--- src/sv/ctmt_pkg.sv ---
package ctmt_pkg;

  typedef enum logic [2:0] {
    MODE_STANDBY = 3'd0,
    MODE_FAULT   = 3'd1,
    MODE_DEHUM   = 3'd2,
    MODE_FAST    = 3'd3,
    MODE_SLOW    = 3'd4,
    MODE_HEAT    = 3'd5,
    MODE_IDLE    = 3'd6
  } mode_t;

  localparam logic [2:0] MODE_UNDEFINED = 3'd7;

  typedef enum logic [2:0] {
    REG_SETPOINT       = 3'd0,
    REG_HEAT_HYST      = 3'd1,
    REG_DEADBAND       = 3'd2,
    REG_FAST_MARGIN    = 3'd3,
    REG_DOWNSHIFT      = 3'd4,
    REG_AMB_EXCLUSION  = 3'd5,
    REG_DEHUM_MIN      = 3'd6,
    REG_DEHUM_MAX      = 3'd7
  } cfg_reg_t;

  localparam int TEMP_W  = 12;
  localparam int MARGIN_W = 10;
  localparam int WIDE_W  = 14;
  localparam int TICK_W  = 32;

  localparam logic signed [WIDE_W-1:0] EVAP_TARGET            = -14'sd80;
  localparam logic signed [WIDE_W-1:0] EVAP_BAND              = 14'sd32;
  localparam logic        [MARGIN_W-1:0] HUMIDITY_LIMIT       = 10'd800;
  localparam logic signed [WIDE_W-1:0] ENTRY_EVAP_MAX         = 14'sd0;
  localparam logic signed [WIDE_W-1:0] SUBAMBIENT_HEAT_MARGIN = 14'sd32;

  localparam logic signed [WIDE_W-1:0] EVAP_NEAR_LO = EVAP_TARGET - EVAP_BAND;
  localparam logic signed [WIDE_W-1:0] EVAP_NEAR_HI = EVAP_TARGET + EVAP_BAND;

  localparam logic [TEMP_W-1:0]   SETPOINT_RST  = 12'd320;
  localparam logic [MARGIN_W-1:0] HEAT_HYST_RST = 10'd16;
  localparam logic [MARGIN_W-1:0] DEADBAND_RST  = 10'd48;
  localparam logic [MARGIN_W-1:0] FAST_MARGIN_RST = 10'd32;
  localparam logic [MARGIN_W-1:0] DOWNSHIFT_RST = 10'd16;
  localparam logic [MARGIN_W-1:0] AMB_EXCL_RST  = 10'd16;
  localparam logic [TICK_W-1:0]   DEHUM_MIN_RST = 32'd60000;
  localparam logic [TICK_W-1:0]   DEHUM_MAX_RST = 32'd600000;

endpackage

--- src/sv/chamber_thermal_mode_transition_top.sv ---
// an accepted request is first held in the input register, and its result is then written
// to the result register once that register is empty or out_ready takes the result it holds
// throughput: one request per cycle while out_ready keeps up, evaluation is a single pass of compares and adds
// while a result waits for out_ready one more request can still enter the input register
// reset: synchronous active-high rst clears both valid flags and loads
// configuration registers with their default values
module chamber_thermal_mode_transition_top (
  input  logic                                  clk,
  input  logic                                  rst,
  input  logic                                  in_valid,
  output logic                                  in_ready,
  input  logic [2:0]                            current_mode,
  input  logic signed [ctmt_pkg::TEMP_W-1:0]    chamber_temp,
  input  logic                                  cool_enable,
  input  logic                                  inhibit_cool_entry,
  input  logic signed [ctmt_pkg::TEMP_W-1:0]    ambient_temp,
  input  logic                                  ambient_valid,
  input  logic signed [ctmt_pkg::TEMP_W-1:0]    evap_temp,
  input  logic                                  evap_valid,
  input  logic [ctmt_pkg::MARGIN_W-1:0]         humidity,
  input  logic [ctmt_pkg::TICK_W-1:0]           now_ticks,
  input  logic [ctmt_pkg::TICK_W-1:0]           entered_at_ticks,
  output logic                                  out_valid,
  input  logic                                  out_ready,
  output logic [2:0]                            next_mode,
  output logic                                  mode_changed,
  input  logic                                  cfg_valid,
  output logic                                  cfg_ready,
  input  logic [2:0]                            cfg_index,
  input  logic [ctmt_pkg::TICK_W-1:0]           cfg_data
);
  import ctmt_pkg::*;

  // configuration
  logic [TEMP_W-1:0]   setpoint;
  logic [MARGIN_W-1:0] heat_hysteresis;
  logic [MARGIN_W-1:0] deadband;
  logic [MARGIN_W-1:0] fast_cool_margin;
  logic [MARGIN_W-1:0] downshift_margin;
  logic [MARGIN_W-1:0] ambient_exclusion;
  logic [TICK_W-1:0]   dehumidify_min_ticks;
  logic [TICK_W-1:0]   dehumidify_max_ticks;

  // input register
  logic                s1_valid;
  logic [2:0]          s1_mode;
  logic [TEMP_W-1:0]   s1_chamber;
  logic                s1_cool_en;
  logic                s1_inhibit;
  logic [TEMP_W-1:0]   s1_amb;
  logic                s1_amb_ok;
  logic [TEMP_W-1:0]   s1_evap;
  logic                s1_evap_ok;
  logic [MARGIN_W-1:0] s1_hum;
  logic [TICK_W-1:0]   s1_now;
  logic [TICK_W-1:0]   s1_entered;

  logic out_load;

  logic signed [WIDE_W-1:0] sp;
  logic signed [WIDE_W-1:0] chamber;
  logic signed [WIDE_W-1:0] amb;
  logic signed [WIDE_W-1:0] evap;
  logic signed [WIDE_W-1:0] cool_exit;
  logic signed [WIDE_W-1:0] cool_in;
  logic signed [WIDE_W-1:0] fast_entry;
  logic signed [WIDE_W-1:0] slow_entry;
  logic signed [WIDE_W-1:0] heat_start;
  logic signed [WIDE_W-1:0] sub_heat_start;
  logic signed [WIDE_W-1:0] sp_amb_diff;
  logic signed [WIDE_W-1:0] excl;
  logic [TICK_W-1:0]        elapsed;
  logic sp_below_amb;
  logic sp_near_amb;
  logic cooling_ok;
  logic evap_near;
  logic can_enter;
  logic [2:0] idle_next;
  logic [2:0] next_mode_next;

  assign cfg_ready = 1'b1;
  assign out_load  = s1_valid && (!out_valid || out_ready);
  assign in_ready  = !s1_valid || out_load;

  always_ff @(posedge clk) begin
    if (rst) begin
      setpoint             <= SETPOINT_RST;
      heat_hysteresis      <= HEAT_HYST_RST;
      deadband             <= DEADBAND_RST;
      fast_cool_margin     <= FAST_MARGIN_RST;
      downshift_margin     <= DOWNSHIFT_RST;
      ambient_exclusion    <= AMB_EXCL_RST;
      dehumidify_min_ticks <= DEHUM_MIN_RST;
      dehumidify_max_ticks <= DEHUM_MAX_RST;
    end else if (cfg_valid && cfg_ready) begin
      case (cfg_index)
        REG_SETPOINT:      setpoint             <= cfg_data[TEMP_W-1:0];
        REG_HEAT_HYST:     heat_hysteresis      <= cfg_data[MARGIN_W-1:0];
        REG_DEADBAND:      deadband             <= cfg_data[MARGIN_W-1:0];
        REG_FAST_MARGIN:   fast_cool_margin     <= cfg_data[MARGIN_W-1:0];
        REG_DOWNSHIFT:     downshift_margin     <= cfg_data[MARGIN_W-1:0];
        REG_AMB_EXCLUSION: ambient_exclusion    <= cfg_data[MARGIN_W-1:0];
        REG_DEHUM_MIN:     dehumidify_min_ticks <= cfg_data;
        REG_DEHUM_MAX:     dehumidify_max_ticks <= cfg_data;
        default: ;
      endcase
    end
  end

  always_ff @(posedge clk) begin
    if (rst) begin
      s1_valid <= 1'b0;
    end else if (in_ready) begin
      s1_valid <= in_valid;
    end
  end

  always_ff @(posedge clk) begin
    if (in_valid && in_ready) begin
      s1_mode    <= current_mode;
      s1_chamber <= chamber_temp;
      s1_cool_en <= cool_enable;
      s1_inhibit <= inhibit_cool_entry;
      s1_amb     <= ambient_temp;
      s1_amb_ok  <= ambient_valid;
      s1_evap    <= evap_temp;
      s1_evap_ok <= evap_valid;
      s1_hum     <= humidity;
      s1_now     <= now_ticks;
      s1_entered <= entered_at_ticks;
    end
  end

  // thresholds, all in a common signed width
  always_comb begin
    sp      = $signed({{(WIDE_W-TEMP_W){setpoint[TEMP_W-1]}}, setpoint});
    chamber = $signed({{(WIDE_W-TEMP_W){s1_chamber[TEMP_W-1]}}, s1_chamber});
    amb     = $signed({{(WIDE_W-TEMP_W){s1_amb[TEMP_W-1]}}, s1_amb});
    evap    = $signed({{(WIDE_W-TEMP_W){s1_evap[TEMP_W-1]}}, s1_evap});
    cool_exit    = sp - $signed({{(WIDE_W-MARGIN_W){1'b0}}, deadband});
    cool_in      = sp + $signed({{(WIDE_W-MARGIN_W){1'b0}}, deadband});
    fast_entry   = cool_in + $signed({{(WIDE_W-MARGIN_W){1'b0}}, fast_cool_margin});
    slow_entry   = sp - $signed({{(WIDE_W-MARGIN_W){1'b0}}, downshift_margin});
    heat_start   = sp - $signed({{(WIDE_W-MARGIN_W){1'b0}}, heat_hysteresis});
    sub_heat_start = sp - SUBAMBIENT_HEAT_MARGIN;
    sp_amb_diff  = sp - amb;
    excl         = $signed({{(WIDE_W-MARGIN_W){1'b0}}, ambient_exclusion});
    elapsed      = s1_now - s1_entered;
    sp_below_amb   = s1_amb_ok && (sp < amb);
    sp_near_amb    = s1_amb_ok && (sp_amb_diff <= excl) && (sp_amb_diff >= -excl);
    cooling_ok     = s1_cool_en && !sp_near_amb;
    evap_near      = s1_evap_ok && (evap >= EVAP_NEAR_LO) && (evap <= EVAP_NEAR_HI);
    can_enter      = cooling_ok && !s1_inhibit;
  end

  // idle rule, also used for the unknown mode code
  always_comb begin
    if (can_enter && chamber >= fast_entry) begin
      idle_next = MODE_FAST;
    end else if (can_enter && chamber >= cool_in) begin
      idle_next = MODE_SLOW;
    end else if (sp_below_amb) begin
      idle_next = (chamber < sub_heat_start) ? MODE_HEAT : MODE_IDLE;
    end else begin
      idle_next = (chamber <= heat_start) ? MODE_HEAT : MODE_IDLE;
    end
  end

  always_comb begin
    case (s1_mode)
      MODE_STANDBY, MODE_FAULT: begin
        next_mode_next = s1_mode;
      end
      MODE_DEHUM: begin
        if (!cooling_ok) begin
          next_mode_next = MODE_IDLE;
        end else if ((elapsed >= dehumidify_max_ticks) ||
                     ((elapsed >= dehumidify_min_ticks) && evap_near)) begin
          next_mode_next = MODE_FAST;
        end else begin
          next_mode_next = MODE_DEHUM;
        end
      end
      MODE_FAST: begin
        if (chamber <= cool_exit || !cooling_ok) begin
          next_mode_next = MODE_IDLE;
        end else if (chamber > 14'sd0 && s1_hum > HUMIDITY_LIMIT && s1_evap_ok &&
                     evap <= ENTRY_EVAP_MAX) begin
          next_mode_next = MODE_DEHUM;
        end else if (chamber <= slow_entry) begin
          next_mode_next = MODE_SLOW;
        end else begin
          next_mode_next = MODE_FAST;
        end
      end
      MODE_SLOW: begin
        if (chamber <= cool_exit || !cooling_ok) begin
          next_mode_next = MODE_IDLE;
        end else if (chamber >= fast_entry) begin
          next_mode_next = MODE_FAST;
        end else begin
          next_mode_next = MODE_SLOW;
        end
      end
      MODE_HEAT: begin
        next_mode_next = (chamber >= sp) ? MODE_IDLE : MODE_HEAT;
      end
      default: begin
        next_mode_next = idle_next;
      end
    endcase
  end

  always_ff @(posedge clk) begin
    if (rst) begin
      out_valid <= 1'b0;
    end else if (!out_valid || out_ready) begin
      out_valid <= s1_valid;
    end
  end

  always_ff @(posedge clk) begin
    if (out_load) begin
      next_mode    <= next_mode_next;
      mode_changed <= (next_mode_next != s1_mode);
    end
  end

endmodule

--- config.mk ---
export PLATFORM = sky130hd
export DESIGN_NAME = chamber_thermal_mode_transition_top
export DESIGN_NICKNAME = d
export VERILOG_FILES = /design/src/sv/ctmt_pkg.sv /design/src/sv/chamber_thermal_mode_transition_top.sv
export SDC_FILE = /design/constraint.sdc
export NUM_CORES = 1
export LEC_CHECK = 0
export BUFFER_PORTS_ARGS = -buffer_cell sky130_fd_sc_hd__clkbuf_2
export CORE_ASPECT_RATIO = 0.6
export CORE_UTILIZATION = 45
export DETAILED_ROUTE_END_ITERATION = 10
export MAX_ROUTING_LAYER = met4
export PLACE_DENSITY = 0.64
export SYNTH_ARGS = -nofsm -noshare
export SYNTH_HDL_FRONTEND = slang
export SYNTH_SLANG_ARGS = --single-unit
export TNS_END_PERCENT = 1
--- constraint.sdc ---
create_clock -name clk -period 6.65 [get_ports clk]
set_clock_uncertainty 0.05 [all_clocks]
set_input_delay 0.3325 -clock clk [delete_from_list [all_inputs] [get_ports clk]]
set_output_delay 0.3325 -clock clk [all_outputs]
set_load 0.01 [all_outputs]
==> metrics <==
Async SR Flop Fraction=0; 1st-pass router iterations=5; Mapped Nets=2,380; TritonCTS buffer count=26; commonest non-fill, non-tap cell in the layout=nand2_1; vias in the first global route=14,200; post-cts sizing count=0; Layout area overhead=21.35%; nets@finish=2,673; Tcrit/Tclk final=0.9382; post-route ant nets=0; Power Dens Cells=205.7 nW/um2; slew margin rel.=0.1374; H-Tree Depth=1; initial antenna violation count=2; worst skew pair latency=0.56 ns; Site Rows=55; main combinational cell family by area after synthesis=adder cells; CP Max Fanout=4; unrepaired setup endpoints after global routing=no; pre-CTS setup slack=0.5702 ns; synthesized-area fraction occupied by adder cells=0.2042; Worst Path Required=6.92 ns; Fmax=0.1603 GHz; worst slew pin tran=1.291 ns; Initial Util=0.4568; status=finished, final reports clean; DR vias/cell=5.434; crit start category=register; CP Capture Type=register; Port Buffers=162; clock buffer depth=3; critical path type=reg -> reg; final setup vio count=0; Final min period=6.239 ns; CTS clk-pin slew, worst paths=0.07 ns; Final WS setup=0.4111 ns; Setup Buffers After CTS=0; synthesized cell area=17,230 um2; global route overflow=0; die width=254.6 um; simple-gate share of the synthesized area=0.1602; max-cap viol count=0; post-route cell area=20,910 um2; setup TNS=0 ns; die area=39,090 um2; fraction of layout cells with a size suffix above 1=0.1085; area of the core=37,710 um2; register area share after synthesis=0.3597; Mapped Avg Cell Area=8.852 um2; largest net degree at the start of global routing=95; CTS tree=done; WL final=49,690 um; post-DP HPWL=37,000 um; Critical Path AT=6.51 ns; # IOs=164; Yosys reg bits=249; Placed Cells=2,586; top_reg_cell synth=dfxtp_1; yosys warns=0; Hold Crit Class=in -> reg; final hold violations=0; Netlist cell types=78; IR drop worst, VDD=183.2 uV; placed instance area=18,620 um2; post-synthesis mux area share=0.001453; WL/cell=17.92 um; Sink Count=249; DRC Markers=0; die height=153.6 um; Lkg Pwr=9.062 nW; Post-Syn Instances=1,946; xor and xnor area share after synthesis=0.04423; root buf cell=clkbuf_16; via count=15,070; Overall Global Routing Usage=0.2590; Non-Filler Instances=2,773; number of flops mapped to enable cells by yosys=121; gpl congestion=0.9562; first-pass GRT wire length=76,840 um; Compound-Gate Fraction of Synth Area=0.1674; final slew viol count=0; Tot Pwr=4.300 mW; most frequent cells in the layout=nand2_1 (297), ha_1 (270), inv_1 (232), a21oi_1 (207), clkbuf_2 (162); Starting DRT DRC Count=1,297
==> routing by layer <==
layer / routed length (um) / GRT usage / share of wire
met5: 0 / - / 0
met4: 738 / 0.04334 / 0.015
met3: 3343 / 0.03369 / 0.067
met2: 20580 / 0.3703 / 0.41
met1: 25030 / 0.3908 / 0.50
==> cell type report <==
cell class | count | area [um2]
repair buffers | 317 | 2322
multi-input cells | 1414 | 9976
clock buffers | 34 | 764.5
well taps | 513 | 641.9
flip-flops and latches | 249 | 6196
diodes | 1 | 2.502
inverters | 231 | 867.1
fillers | 3404 | 16810
clock inverters | 14 | 135.1
==> final timing paths <==
check                                              start                        to  slack (ns)  cells past startpoint
worst max register to register               deadband[1]              mode_changed        0.41                     24
worst min register to register  dehumidify_min_ticks[17]  dehumidify_min_ticks[17]        0.40                      2
worst max-delay path                         deadband[1]              mode_changed        0.41                     24
worst min-delay path                           out_ready                 out_valid        0.04                      4
==> synth_stat cells, types with 20 or more instances <==
cell type  instances  share of area
a21o_1            54          0.024
a21oi_1          207          0.060
clkbuf_1          41         0.0089
dfxtp_1          128           0.15
edfxtp_1         121           0.21
ha_1             270           0.20
inv_1            231          0.050
nand2_1          297          0.065
nand2b_1          26         0.0094
nand3_1           41          0.012
nand4_1           23         0.0084
nor2_1            67          0.015
nor2b_1           28          0.010
nor3_1            23         0.0067
nor4_1            20         0.0073
o21ai_0           51          0.015
xnor2_1           65          0.033
xor2_1            22          0.011
==> through the flow <==
step | hold slack, ns | utilization
2_1_floorplan | 0.3814 | -
3_5_place_dp | 0.3963 | 0.4938
5_1_grt | 0.02246 | 0.5543
4_1_cts | 0.01594 | 0.5543
6_report | 0.03656 | 0.5543
3_3_place_gp | 0.3939 | 0.4938
==> critical path, stage by stage (launching register included) <==
cell and delay, ns:
dfxtp_1 0.35, inv_1 0.11, ha_1 0.30, nand2b_1 0.15
a21oi_1 0.21, o21ai_1 0.08, a21oi_1 0.21, o21ai_1 0.11
a2111oi_0 0.85, or3_1 0.22, xnor2_1 0.15, ha_1 0.31
a21o_1 0.19, a31o_2 0.22, and3_1 0.19, xor2_1 0.14
ha_1 0.30, nand3_1 0.11, nor4_1 0.33, a211oi_1 0.09
a22o_1 0.26, o311a_1 0.40, a32oi_2 0.22, a32oi_1 0.07
or3_1 0.38
==> where the power goes <==
group          leakage, nW  switching [mW]  total (mW)  internal (mW)
Combinational         6.39           0.567        1.02          0.452
Clock                0.450           0.664        1.56          0.891
Sequential            2.22          0.0487        1.73           1.68
Total                 9.06            1.28        4.30           3.02
==> state kept, by name, summed over array words and instances (netlist names) <==
name,flops
dehumidify_max_ticks,32
dehumidify_min_ticks,32
s1_entered,32
s1_now,32
s1_amb,12
s1_chamber,12
s1_evap,12
setpoint,12
ambient_exclusion,10
deadband,10
downshift_margin,10
fast_cool_margin,10
heat_hysteresis,10
s1_hum,10
next_mode,3
s1_mode,3
mode_changed,1
out_valid,1
s1_amb_ok,1
s1_cool_en,1
s1_evap_ok,1
s1_inhibit,1
s1_valid,1
==> what timing repair did <==
action | 4_1_cts | 5_1_grt
hold buffers | 138 | 0
setup endpoints to repair | 0 | 0
endpoints found under the hold margin | 158 | 0
==> cell families after synthesis <==
family | Yosys count
AO/OA/AOI/OAI | 461
XOR/XNOR | 87
adder cells (fa/ha/maj) | 277
buffers and inverters | 283
flip-flops | 249
multiplexers | 2
other | 1
AND/OR/NAND/NOR | 586
Power figures use the tool's default switching activity.
